`src/fckl_pkg.sv`:
```
// Shared types and codes for the fixed-capacity keyed list.
package fckl_pkg;

  // Field widths of the stream words
  localparam int OP_W     = 3;
  localparam int KEY_W    = 32;
  localparam int PAY_W    = 32;
  localparam int POS_W    = 4;
  localparam int ST_W     = 3;
  localparam int CNT_W    = 5;
  localparam int TDATA_W  = 72;

  // Operation codes carried in in_tuser
  typedef enum logic [OP_W-1:0] {
    OP_INS_TAIL   = 3'd0,
    OP_INS_HEAD   = 3'd1,
    OP_INS_SORTED = 3'd2,
    OP_RM_TAIL    = 3'd3,
    OP_RM_HEAD    = 3'd4,
    OP_RM_KEY     = 3'd5,
    OP_LOOKUP     = 3'd6,
    OP_READ_AT    = 3'd7
  } op_t;

  // Result status codes carried in out_tuser
  typedef enum logic [ST_W-1:0] {
    ST_OK    = 3'd0,
    ST_FULL  = 3'd1,
    ST_EMPTY = 3'd2,
    ST_NOKEY = 3'd3,
    ST_RANGE = 3'd4
  } status_t;

  // Controller states
  typedef enum logic [3:0] {
    S_IDLE,
    S_EXEC,
    S_SCAN_RD,
    S_SCAN_CMP,
    S_OPEN_RD,
    S_OPEN_WR,
    S_CLOSE_RD,
    S_CLOSE_WR,
    S_READ,
    S_DONE
  } state_t;

  // Read address select (logical index relative to head)
  typedef enum logic [1:0] {
    RD_IDX,
    RD_IDX_M1,
    RD_IDX_P1,
    RD_POS
  } rd_sel_t;

  // Write address select
  typedef enum logic [1:0] {
    WA_IDX,
    WA_COUNT,
    WA_HEAD_M1
  } wa_sel_t;

  // Controller to datapath commands
  typedef struct packed {
    logic    load_in;
    logic    idx_clr;
    logic    idx_inc;
    logic    idx_dec;
    logic    open_start;
    logic    rd_en;
    rd_sel_t rd_sel;
    logic    wr_en;
    wa_sel_t wa_sel;
    logic    wr_move;
    logic    head_inc;
    logic    head_dec;
    logic    cnt_inc;
    logic    cnt_dec;
    logic    res_load;
    status_t res_status;
    logic    res_found;
    logic    out_load;
  } cmd_t;

  // Datapath to controller status
  typedef struct packed {
    op_t  op;
    logic empty;
    logic full;
    logic idx_at_count;
    logic idx_at_gap;
    logic idx_last;
    logic pos_oob;
    logic key_less;
    logic key_eq;
    logic out_free;
  } sts_t;

endpackage

```
`src/fckl_ctrl.sv`:
```
// Controller state machine for the keyed list: sequences scans and entry moves.
module fckl_ctrl (
  input  logic            clk,
  input  logic            rst_n,
  input  logic            in_tvalid,
  output logic            in_tready,
  input  fckl_pkg::sts_t  sts,
  output fckl_pkg::cmd_t  cmd
);

  fckl_pkg::state_t state_r;
  fckl_pkg::state_t state_nxt;

  // State register
  always_ff @(posedge clk) begin
    if (!rst_n) begin
      state_r <= fckl_pkg::S_IDLE;
    end else begin
      state_r <= state_nxt;
    end
  end

  // Next state and commands
  always_comb begin
    state_nxt  = state_r;
    cmd        = '0;
    cmd.rd_sel = fckl_pkg::RD_IDX;
    cmd.wa_sel = fckl_pkg::WA_IDX;
    cmd.res_status = fckl_pkg::ST_OK;
    in_tready  = 1'b0;

    unique case (state_r)
      fckl_pkg::S_IDLE: begin
        in_tready = 1'b1;
        if (in_tvalid) begin
          cmd.load_in = 1'b1;
          state_nxt   = fckl_pkg::S_EXEC;
        end
      end

      fckl_pkg::S_EXEC: begin
        state_nxt = fckl_pkg::S_DONE;
        unique case (sts.op) inside
          fckl_pkg::OP_INS_TAIL: begin
            cmd.res_load = 1'b1;
            if (sts.full) begin
              cmd.res_status = fckl_pkg::ST_FULL;
            end else begin
              cmd.wr_en   = 1'b1;
              cmd.wa_sel  = fckl_pkg::WA_COUNT;
              cmd.cnt_inc = 1'b1;
            end
          end
          fckl_pkg::OP_INS_HEAD: begin
            cmd.res_load = 1'b1;
            if (sts.full) begin
              cmd.res_status = fckl_pkg::ST_FULL;
            end else begin
              cmd.wr_en    = 1'b1;
              cmd.wa_sel   = fckl_pkg::WA_HEAD_M1;
              cmd.head_dec = 1'b1;
              cmd.cnt_inc  = 1'b1;
            end
          end
          fckl_pkg::OP_INS_SORTED: begin
            if (sts.full) begin
              cmd.res_load   = 1'b1;
              cmd.res_status = fckl_pkg::ST_FULL;
            end else begin
              cmd.idx_clr = 1'b1;
              state_nxt   = fckl_pkg::S_SCAN_RD;
            end
          end
          fckl_pkg::OP_RM_TAIL: begin
            cmd.res_load = 1'b1;
            if (sts.empty) begin
              cmd.res_status = fckl_pkg::ST_EMPTY;
            end else begin
              cmd.cnt_dec = 1'b1;
            end
          end
          fckl_pkg::OP_RM_HEAD: begin
            cmd.res_load = 1'b1;
            if (sts.empty) begin
              cmd.res_status = fckl_pkg::ST_EMPTY;
            end else begin
              cmd.head_inc = 1'b1;
              cmd.cnt_dec  = 1'b1;
            end
          end
          fckl_pkg::OP_RM_KEY, fckl_pkg::OP_LOOKUP: begin
            if (sts.empty) begin
              cmd.res_load   = 1'b1;
              cmd.res_status = fckl_pkg::ST_EMPTY;
            end else begin
              cmd.idx_clr = 1'b1;
              state_nxt   = fckl_pkg::S_SCAN_RD;
            end
          end
          fckl_pkg::OP_READ_AT: begin
            if (sts.empty) begin
              cmd.res_load   = 1'b1;
              cmd.res_status = fckl_pkg::ST_EMPTY;
            end else if (sts.pos_oob) begin
              cmd.res_load   = 1'b1;
              cmd.res_status = fckl_pkg::ST_RANGE;
            end else begin
              cmd.rd_en  = 1'b1;
              cmd.rd_sel = fckl_pkg::RD_POS;
              state_nxt  = fckl_pkg::S_READ;
            end
          end
          default: begin
            state_nxt = fckl_pkg::S_IDLE;
          end
        endcase
      end

      // Issue a read of the entry under the scan index, or end the scan
      fckl_pkg::S_SCAN_RD: begin
        if (sts.idx_at_count) begin
          if (sts.op == fckl_pkg::OP_INS_SORTED) begin
            cmd.open_start = 1'b1;
            state_nxt      = fckl_pkg::S_OPEN_RD;
          end else begin
            cmd.res_load   = 1'b1;
            cmd.res_status = fckl_pkg::ST_NOKEY;
            state_nxt      = fckl_pkg::S_DONE;
          end
        end else begin
          cmd.rd_en  = 1'b1;
          cmd.rd_sel = fckl_pkg::RD_IDX;
          state_nxt  = fckl_pkg::S_SCAN_CMP;
        end
      end

      // Compare the entry just read
      fckl_pkg::S_SCAN_CMP: begin
        if (sts.op == fckl_pkg::OP_INS_SORTED) begin
          if (sts.key_less) begin
            cmd.idx_inc = 1'b1;
            state_nxt   = fckl_pkg::S_SCAN_RD;
          end else begin
            cmd.open_start = 1'b1;
            state_nxt      = fckl_pkg::S_OPEN_RD;
          end
        end else if (sts.key_eq) begin
          if (sts.op == fckl_pkg::OP_LOOKUP) begin
            cmd.res_load  = 1'b1;
            cmd.res_found = 1'b1;
            state_nxt     = fckl_pkg::S_DONE;
          end else begin
            state_nxt = fckl_pkg::S_CLOSE_RD;
          end
        end else begin
          cmd.idx_inc = 1'b1;
          state_nxt   = fckl_pkg::S_SCAN_RD;
        end
      end

      // Open a gap: move entries up one place from the tail down to the gap
      fckl_pkg::S_OPEN_RD: begin
        if (sts.idx_at_gap) begin
          cmd.wr_en    = 1'b1;
          cmd.wa_sel   = fckl_pkg::WA_IDX;
          cmd.cnt_inc  = 1'b1;
          cmd.res_load = 1'b1;
          state_nxt    = fckl_pkg::S_DONE;
        end else begin
          cmd.rd_en  = 1'b1;
          cmd.rd_sel = fckl_pkg::RD_IDX_M1;
          state_nxt  = fckl_pkg::S_OPEN_WR;
        end
      end

      fckl_pkg::S_OPEN_WR: begin
        cmd.wr_en   = 1'b1;
        cmd.wa_sel  = fckl_pkg::WA_IDX;
        cmd.wr_move = 1'b1;
        cmd.idx_dec = 1'b1;
        state_nxt   = fckl_pkg::S_OPEN_RD;
      end

      // Close a gap: move entries down one place from the gap to the tail
      fckl_pkg::S_CLOSE_RD: begin
        if (sts.idx_last) begin
          cmd.cnt_dec  = 1'b1;
          cmd.res_load = 1'b1;
          state_nxt    = fckl_pkg::S_DONE;
        end else begin
          cmd.rd_en  = 1'b1;
          cmd.rd_sel = fckl_pkg::RD_IDX_P1;
          state_nxt  = fckl_pkg::S_CLOSE_WR;
        end
      end

      fckl_pkg::S_CLOSE_WR: begin
        cmd.wr_en   = 1'b1;
        cmd.wa_sel  = fckl_pkg::WA_IDX;
        cmd.wr_move = 1'b1;
        cmd.idx_inc = 1'b1;
        state_nxt   = fckl_pkg::S_CLOSE_RD;
      end

      // Positional read data is back
      fckl_pkg::S_READ: begin
        cmd.res_load  = 1'b1;
        cmd.res_found = 1'b1;
        state_nxt     = fckl_pkg::S_DONE;
      end

      // Hand the result to the output register once it is free
      fckl_pkg::S_DONE: begin
        if (sts.out_free) begin
          cmd.out_load = 1'b1;
          state_nxt    = fckl_pkg::S_IDLE;
        end
      end

      default: begin
        state_nxt = fckl_pkg::S_IDLE;
      end
    endcase
  end

endmodule

```
`src/fckl_dp.sv`:
```
// Datapath for the keyed list: entry memory as a ring, counters, compare and result registers.
module fckl_dp #(
  parameter int CAPACITY     = 16,
  parameter int PAYLOAD_BITS = 32
) (
  input  logic                          clk,
  input  logic                          rst_n,
  input  logic [fckl_pkg::TDATA_W-1:0]  in_tdata,
  input  logic [fckl_pkg::OP_W-1:0]     in_tuser,
  output logic                          out_tvalid,
  input  logic                          out_tready,
  output logic [fckl_pkg::TDATA_W-1:0]  out_tdata,
  output logic [fckl_pkg::ST_W-1:0]     out_tuser,
  input  fckl_pkg::cmd_t                cmd,
  output fckl_pkg::sts_t                sts
);

  localparam int CW   = $clog2(CAPACITY + 1);
  localparam int AW   = (CAPACITY > 1) ? $clog2(CAPACITY) : 1;
  localparam int SPB  = (PAYLOAD_BITS < fckl_pkg::PAY_W) ? PAYLOAD_BITS : fckl_pkg::PAY_W;
  localparam int CMPW = (CW > fckl_pkg::POS_W) ? CW : fckl_pkg::POS_W;
  localparam logic [CW:0]   CAP_X  = (CW + 1)'(CAPACITY);
  localparam logic [CW-1:0] CAP_C  = CW'(CAPACITY);
  localparam logic [AW-1:0] LAST_A = AW'(CAPACITY - 1);

  // Entry memory
  logic signed [fckl_pkg::KEY_W-1:0] mem_key [CAPACITY];
  logic        [SPB-1:0]             mem_pay [CAPACITY];

  // Latched input word
  fckl_pkg::op_t                      op_r;
  logic signed [fckl_pkg::KEY_W-1:0]  key_r;
  logic        [SPB-1:0]              pay_r;
  logic        [fckl_pkg::POS_W-1:0]  pos_r;

  // List bookkeeping
  logic [CW-1:0] count_r;
  logic [AW-1:0] head_r;
  logic [CW-1:0] idx_r;
  logic [CW-1:0] gap_r;

  // Read data, result and output registers
  logic signed [fckl_pkg::KEY_W-1:0] rd_key_r;
  logic        [SPB-1:0]             rd_pay_r;
  fckl_pkg::status_t                 res_status_r;
  logic        [fckl_pkg::KEY_W-1:0] res_key_r;
  logic        [fckl_pkg::PAY_W-1:0] res_pay_r;
  logic                              out_valid_r;
  fckl_pkg::status_t                 out_status_r;
  logic        [fckl_pkg::KEY_W-1:0] out_key_r;
  logic        [fckl_pkg::PAY_W-1:0] out_pay_r;
  logic        [fckl_pkg::CNT_W-1:0] out_cnt_r;
  logic                              out_full_r;
  logic                              out_empty_r;

  logic [AW-1:0] phys_idx;
  logic [AW-1:0] phys_m1;
  logic [AW-1:0] phys_p1;
  logic [AW-1:0] phys_cnt;
  logic [AW-1:0] phys_pos;
  logic [AW-1:0] head_m1;
  logic [AW-1:0] head_p1;
  logic [AW-1:0] rd_addr;
  logic [AW-1:0] wr_addr;
  logic signed [fckl_pkg::KEY_W-1:0] wr_key;
  logic        [SPB-1:0]             wr_pay;
  logic full;
  logic empty;
  logic out_free;

  // Logical offset from head to ring address (one compare and subtract)
  function automatic logic [AW-1:0] ring_addr(input logic [AW-1:0] base,
                                              input logic [CW-1:0] ofs);
    logic [CW:0] sum;
    sum = (CW + 1)'(base) + (CW + 1)'(ofs);
    if (sum >= CAP_X) begin
      sum = sum - CAP_X;
    end
    return AW'(sum);
  endfunction

  // Ring addresses
  always_comb begin
    phys_idx = ring_addr(head_r, idx_r);
    phys_cnt = ring_addr(head_r, count_r);
    phys_pos = ring_addr(head_r, CW'(pos_r));
    phys_m1  = (phys_idx == '0) ? LAST_A : phys_idx - AW'(1);
    phys_p1  = (phys_idx == LAST_A) ? '0 : phys_idx + AW'(1);
    head_m1  = (head_r == '0) ? LAST_A : head_r - AW'(1);
    head_p1  = (head_r == LAST_A) ? '0 : head_r + AW'(1);
  end

  // Port address and data selection
  always_comb begin
    case (cmd.rd_sel)
      fckl_pkg::RD_IDX_M1: rd_addr = phys_m1;
      fckl_pkg::RD_IDX_P1: rd_addr = phys_p1;
      fckl_pkg::RD_POS:    rd_addr = phys_pos;
      default:             rd_addr = phys_idx;
    endcase
    case (cmd.wa_sel)
      fckl_pkg::WA_COUNT:   wr_addr = phys_cnt;
      fckl_pkg::WA_HEAD_M1: wr_addr = head_m1;
      default:              wr_addr = phys_idx;
    endcase
    wr_key = cmd.wr_move ? rd_key_r : key_r;
    wr_pay = cmd.wr_move ? rd_pay_r : pay_r;
  end

  // Entry memory: one write port, one registered read port
  always_ff @(posedge clk) begin
    if (cmd.wr_en) begin
      mem_key[wr_addr] <= wr_key;
      mem_pay[wr_addr] <= wr_pay;
    end
    if (cmd.rd_en) begin
      rd_key_r <= mem_key[rd_addr];
      rd_pay_r <= mem_pay[rd_addr];
    end
  end

  // Input word capture
  always_ff @(posedge clk) begin
    if (cmd.load_in) begin
      op_r  <= fckl_pkg::op_t'(in_tuser);
      key_r <= in_tdata[fckl_pkg::KEY_W-1:0];
      pay_r <= in_tdata[fckl_pkg::KEY_W +: SPB];
      pos_r <= in_tdata[fckl_pkg::KEY_W + fckl_pkg::PAY_W +: fckl_pkg::POS_W];
    end
  end

  // Count, head and scan index
  always_ff @(posedge clk) begin
    if (!rst_n) begin
      count_r <= '0;
      head_r  <= '0;
      idx_r   <= '0;
      gap_r   <= '0;
    end else begin
      if (cmd.cnt_inc) begin
        count_r <= count_r + CW'(1);
      end else if (cmd.cnt_dec) begin
        count_r <= count_r - CW'(1);
      end
      if (cmd.head_inc) begin
        head_r <= head_p1;
      end else if (cmd.head_dec) begin
        head_r <= head_m1;
      end
      if (cmd.idx_clr) begin
        idx_r <= '0;
      end else if (cmd.open_start) begin
        idx_r <= count_r;
        gap_r <= idx_r;
      end else if (cmd.idx_inc) begin
        idx_r <= idx_r + CW'(1);
      end else if (cmd.idx_dec) begin
        idx_r <= idx_r - CW'(1);
      end
    end
  end

  // Result capture
  always_ff @(posedge clk) begin
    if (cmd.res_load) begin
      res_status_r <= cmd.res_status;
      if (cmd.res_found) begin
        res_key_r <= rd_key_r;
        res_pay_r <= fckl_pkg::PAY_W'(rd_pay_r);
      end else begin
        res_key_r <= '0;
        res_pay_r <= '0;
      end
    end
  end

  // Output register
  always_ff @(posedge clk) begin
    if (!rst_n) begin
      out_valid_r <= 1'b0;
    end else if (cmd.out_load) begin
      out_valid_r <= 1'b1;
    end else if (out_tready) begin
      out_valid_r <= 1'b0;
    end
  end

  always_ff @(posedge clk) begin
    if (cmd.out_load) begin
      out_status_r <= res_status_r;
      out_key_r    <= res_key_r;
      out_pay_r    <= res_pay_r;
      out_cnt_r    <= fckl_pkg::CNT_W'(count_r);
      out_full_r   <= full;
      out_empty_r  <= empty;
    end
  end

  assign full     = (count_r == CAP_C);
  assign empty    = (count_r == '0);
  assign out_free = !out_valid_r || out_tready;

  // Status to the controller
  always_comb begin
    sts.op           = op_r;
    sts.empty        = empty;
    sts.full         = full;
    sts.idx_at_count = (idx_r == count_r);
    sts.idx_at_gap   = (idx_r == gap_r);
    sts.idx_last     = ((CW + 1)'(idx_r) + (CW + 1)'(1) == (CW + 1)'(count_r));
    sts.pos_oob      = (CMPW'(pos_r) >= CMPW'(count_r));
    sts.key_less     = (rd_key_r < key_r);
    sts.key_eq       = (rd_key_r == key_r);
    sts.out_free     = out_free;
  end

  assign out_tvalid = out_valid_r;
  assign out_tuser  = out_status_r;
  assign out_tdata  = {1'b0, out_empty_r, out_full_r, out_cnt_r, out_pay_r, out_key_r};

endmodule

```
`src/fixed_capacity_keyed_list_top.sv`:
```
// Top level of the fixed-capacity keyed list: controller, datapath and checks.
//
//  port group  dir  tdata (low bit up)                              tuser
//  in_         in   key[31:0] payload[63:32] position[67:64]          op[2:0]
//  out_        out  found_key[31:0] found_payload[63:32]              status[2:0]
//                   entry_count[68:64] is_full[69] is_empty[70]
//
// One word is taken at a time; the next is accepted while the previous result
// still waits in the output register. Constant-time operations (tail and head
// insert and remove) go straight from execute to done; the entries live in a ring
// with a head pointer. Scans take a read and a compare state per entry visited,
// gap moves a read and a write state per entry moved, due to the single registered
// read port of the entry memory. Reset is synchronous, active low, and empties the
// list; a stalled output holds the finished word and the controller in its done state.
module fixed_capacity_keyed_list_top #(
  parameter int CAPACITY     = 16,
  parameter int PAYLOAD_BITS = 32
) (
  input  logic                          clk,
  input  logic                          rst_n,
  input  logic                          in_tvalid,
  output logic                          in_tready,
  input  logic [fckl_pkg::TDATA_W-1:0]  in_tdata,   // key, payload, position
  input  logic [fckl_pkg::OP_W-1:0]     in_tuser,   // op
  output logic                          out_tvalid,
  input  logic                          out_tready,
  output logic [fckl_pkg::TDATA_W-1:0]  out_tdata,  // found_key, found_payload, entry_count,
                                                    // is_full, is_empty
  output logic [fckl_pkg::ST_W-1:0]     out_tuser   // status
);

  fckl_pkg::cmd_t cmd;
  fckl_pkg::sts_t sts;

  fckl_ctrl u_ctrl (
    .clk       (clk),
    .rst_n     (rst_n),
    .in_tvalid (in_tvalid),
    .in_tready (in_tready),
    .sts       (sts),
    .cmd       (cmd)
  );

  fckl_dp #(
    .CAPACITY     (CAPACITY),
    .PAYLOAD_BITS (PAYLOAD_BITS)
  ) u_dp (
    .clk        (clk),
    .rst_n      (rst_n),
    .in_tdata   (in_tdata),
    .in_tuser   (in_tuser),
    .out_tvalid (out_tvalid),
    .out_tready (out_tready),
    .out_tdata  (out_tdata),
    .out_tuser  (out_tuser),
    .cmd        (cmd),
    .sts        (sts)
  );

`ifndef SYNTHESIS
  // No growth past capacity
  a_no_inc_full: assert property (@(posedge clk) disable iff (!rst_n)
    cmd.cnt_inc |-> !sts.full)
    else $error("count grows on a full list");

  // No shrink below zero
  a_no_dec_empty: assert property (@(posedge clk) disable iff (!rst_n)
    cmd.cnt_dec |-> !sts.empty)
    else $error("count shrinks on an empty list");

  // One word in flight at a time
  a_one_in_flight: assert property (@(posedge clk) disable iff (!rst_n)
    (in_tvalid && in_tready) |=> !in_tready)
    else $error("input taken while a word is in progress");

  // Result never loaded over an unread word
  a_out_load_free: assert property (@(posedge clk) disable iff (!rst_n)
    cmd.out_load |-> sts.out_free)
    else $error("result loaded over a pending output word");
`endif

endmodule
```
`config.mk`:
```
export PLATFORM = sky130hd
export DESIGN_NAME = fixed_capacity_keyed_list_top
export DESIGN_NICKNAME = d
export VERILOG_FILES = /design/src/fckl_pkg.sv /design/src/fckl_ctrl.sv /design/src/fckl_dp.sv /design/src/fixed_capacity_keyed_list_top.sv
export SDC_FILE = /design/constraint.sdc
export NUM_CORES = 2
export LEC_CHECK = 0
export ABC_AREA = 1
export BUFFER_PORTS_ARGS = -buffer_cell sky130_fd_sc_hd__buf_2
export CAP_MARGIN = 20
export CORE_MARGIN = 2
export CORE_UTILIZATION = 25
export CTS_CLUSTER_SIZE = 8
export DETAILED_ROUTE_END_ITERATION = 16
export GPL_ROUTABILITY_DRIVEN = 1
export PLACE_DENSITY = 0.44
export SYNTH_ARGS = -nofsm -noshare
export SYNTH_HDL_FRONTEND = slang
export SYNTH_SLANG_ARGS = --single-unit
```
`constraint.sdc`:
```
create_clock -name clk -period 8.68 [get_ports clk]
set_input_delay 0.868 -clock clk [delete_from_list [all_inputs] [get_ports clk]]
set_output_delay 0.868 -clock clk [all_outputs]
set_load 0.01 [all_outputs]
```
==> impl_metrics.tcl <==
set metrics [dict create \
    status "finished, final reports clean" \
    drive_gt1_share_pct 9.667 \
    place_hpwl_mm 79.66 \
    synth.distinct_cells 44 \
    drc_errors 0 \
    clk_latency_ns 0.84 \
    timing.rr.start "u_dp.idx_r[0]$_SDFFE_PP0P_" \
    cts_resized 0 \
    fp.dieW_um 479.4 \
    place.gp.congestion 0.7502 \
    synth_edf_count 1300 \
    num_rows 174 \
    yosysTopAreaCell "edfxtp_1" \
    drt-initial-drc-count 2221 \
    power.density_nw_per_um2 281.1 \
    rrSetupSlack_ns 3.66 \
    fin_skew_ns 0.04447 \
    regArea_um2 39520 \
    postSynthCellCount 5178 \
    cts_sinks 1324 \
    start_util_pct 25.15 \
    cts_tree "done" \
    postCtsSetupBuffers 0 \
    die_height_um 479.4 \
    synthArstFlopShare_pct 0 \
    min_period_ns 5.021 \
    syn_area_um2 56510 \
    tns_ns 0 \
    grt_pass1_wl_mm 234.8 \
    coreArea_um2 224700 \
    ff2ff_path_depth 16 \
    synth_top_area_share_pct 69.08 \
    clockBufferDepth 3 \
    min_path_type "primary input to flip-flop" \
    synth.area.top_cells "edfxtp_1 69%, nand2_1 12%, nand3_1 6.0%" \
    min-delay-start "in_tdata[36]" \
    clk_pin_slew_ns 0.05 \
    cp_max_fo 141 \
    worst_pin_slew_ns 1.153 \
    postRouteAntennaNets 0 \
    synth_top_flop_cell "edfxtp_1" \
    yosys_warnings 0 \
    root_buffer "clkbuf_16" \
    htreeDepth 4 \
    layout.nets 5543 \
    grt_pass1_vias 35148 \
    ys_seq_area_share_pct 69.93 \
    hold_buffers 0 \
    syn_to_final_growth_pct 16.56 \
    multi_input_area_um2 13150 \
    leakage_nw 26.34 \
    yosysMostFrequentCell "nand2_1" \
    fill_cells 23035 \
    cts_inserted_buffers 184 \
    cp-end-kind "flip-flop" \
    ys_seq_elements 1324 \
    grt-ovfl-total 0 \
    timing.slew.headroom_pct 22.85 \
    ys_top_cells_by_count "1796 x nand2_1, 1300 x edfxtp_1, 693 x inv_1" \
    syn-num-nets 5322 \
    vias_per_cell 4.237 \
    worstPathRequired_ns 9.34 \
    grt.total_usage_pct 13.80 \
    grt_setup_unrepaired "no" \
    cp-start-kind "flip-flop" \
    wl_per_cell_um 18.99 \
    power_mw 18.52 \
    avgSynthCellArea_um2 10.91 \
    fmax_mhz 199.2 \
    vias 35698 \
    rr_endpoint "u_dp.rd_pay_r[8]$_DFFE_PP_" \
    finalWirelength_mm 160.0 \
    whs_path_depth 1 \
    crit_type "flip-flop to flip-flop" \
    setup_violations 0 \
    setup.worst_path.start "u_dp.idx_r[0]$_SDFFE_PP0P_" \
    grt_max_degree 202 \
    whs_endpoint "u_dp.pay_r[4]$_DFFE_PP_" \
    dr.pass1.iters 5 \
    fin_crit_sh_pct 57.85 \
    antenna_found_initial 9 \
    slew_violations 0 \
    dieArea_um2 229800 \
    port-buffer-count 150 \
    drv_cap 0 \
    cp.arrival_ns 5.68 \
    pin_count 156 \
    ir_worst_vdd_mv 0.1794 \
    finalHoldViolations 0 \
]
registers in the layout, indices dropped and copies added (netlist names), 32 cells and up:
register / count
u_dp.out_key_r: 32
u_dp.res_key_r: 32
u_dp.mem_pay: 512
u_dp.out_pay_r: 32
u_dp.res_pay_r: 32
u_dp.key_r: 32
u_dp.rd_key_r: 32
u_dp.mem_key: 512
u_dp.pay_r: 32
u_dp.rd_pay_r: 32
per-layer routing:
layer  share of wire (%)  track usage, %  vias up
met5              0.0081               0        -
li1                    -               -    17435
met4                 2.7           4.518        2
met3                 4.4           2.103      236
met1                  44           17.63    17290
met2                  49           23.81      735
worst max-delay path by stage:
stage	endpoint	depth (start not counted)
after floorplan	u_dp.out_cnt_r[0]$_DFFE_PP_	2
after global placement	u_dp.mem_pay[3][1]$_DFFE_PP_	13
after detailed placement	u_dp.rd_key_r[14]$_DFFE_PP_	14
after CTS	u_dp.rd_key_r[14]$_DFFE_PP_	14
after global routing	u_dp.rd_key_r[14]$_DFFE_PP_	15
final	u_dp.rd_pay_r[8]$_DFFE_PP_	16
through the flow:
| stage | cells | cell area (um^2) | hold slack, ns | worst slack (ns) | utilization (%) |
|---|---|---|---|---|---|
| 2_1_floorplan | 5178 | 56510 | 0.4003 | 0.08714 | - |
| 3_3_place_gp | 8202 | 60780 | 0.4042 | 3.530 | 27.05 |
| 3_5_place_dp | 8204 | 60820 | 0.4045 | 3.608 | 27.07 |
| 4_1_cts | 8422 | 65840 | 0.1366 | 3.571 | 29.30 |
| 5_1_grt | 8424 | 65860 | 0.1705 | 3.319 | 29.31 |
| 6_report | 8426 | 65870 | 0.2126 | 3.659 | 29.32 |
worst max-delay path, stage by stage, from the launching register on:
cell	delay [ns]
dfxtp_1	0.54
ha_1	0.23
inv_1	0.05
fa_1	0.59
inv_1	0.12
ha_1	0.29
nand3b_1	0.10
nand2_1	0.05
inv_1	0.05
nand3_1	0.15
nand2_8	0.47
buf_12	0.75
buf_4	0.78
nand3_1	0.15
nand3_1	0.12
nand3_1	0.11
nand2_1	0.12
power by group:
group	switching [mW]	internal (mW)	leakage, nW
sequential	0.215	8.06	12.0
combinational	2.75	1.01	11.9
clock	2.68	3.81	2.45
total	5.64	12.9	26.3
area by class of cell:
cell class / instances / share of cell area [%]
Antenna cell: 3 / 0.01140
Clock buffer: 201 / 7.150
Clock inverter: 17 / 0.4654
Inverter: 704 / 4.037
Multi-Input combinational cell: 2915 / 19.96
Sequential cell: 1324 / 60.00
Tap cell: 2992 / 5.683
Timing Repair Buffer: 270 / 2.697
cells by family (layout without fill, tap and decap cells):
kind of cell             Yosys count  count (layout)  share of synthesized area (%)
adder cells (fa/ha/maj)           65              65                          1.506
buffers and inverters            939            1192                          7.190
other                              1               4                       0.006636
flip-flops                      1324            1324                          69.93
AND/OR/NAND/NOR                 2670            2670                          19.52
AO/OA/AOI/OAI                    156             156                          1.492
XOR/XNOR                          23              23                         0.3565
cells in the final DEF (no fill, tap or decap), types with 3 or more instances in the layout:
cell / count
nand2_1: 1795
edfxtp_1: 1300
inv_1: 691
nand3_1: 678
clkbuf_16: 185
buf_2: 150
nor2_1: 126
buf_4: 110
o21ai_0: 86
ha_1: 60
a21oi_1: 38
dfxtp_1: 24
nor2_4: 20
nand4_1: 15
clkbuf_1: 14
nor3_1: 13
xnor2_1: 12
xor2_1: 11
buf_12: 10
inv_2: 9
o211ai_1: 7
inv_16: 7
o21ai_1: 5
a31oi_1: 5
nand3b_1: 5
fa_1: 5
nand2_2: 4
clkinv_16: 4
diode_2: 3
nand2_4: 3
or2_2: 3
nand2_8: 3
inv_6: 3
(Power assumes the default switching activity.)
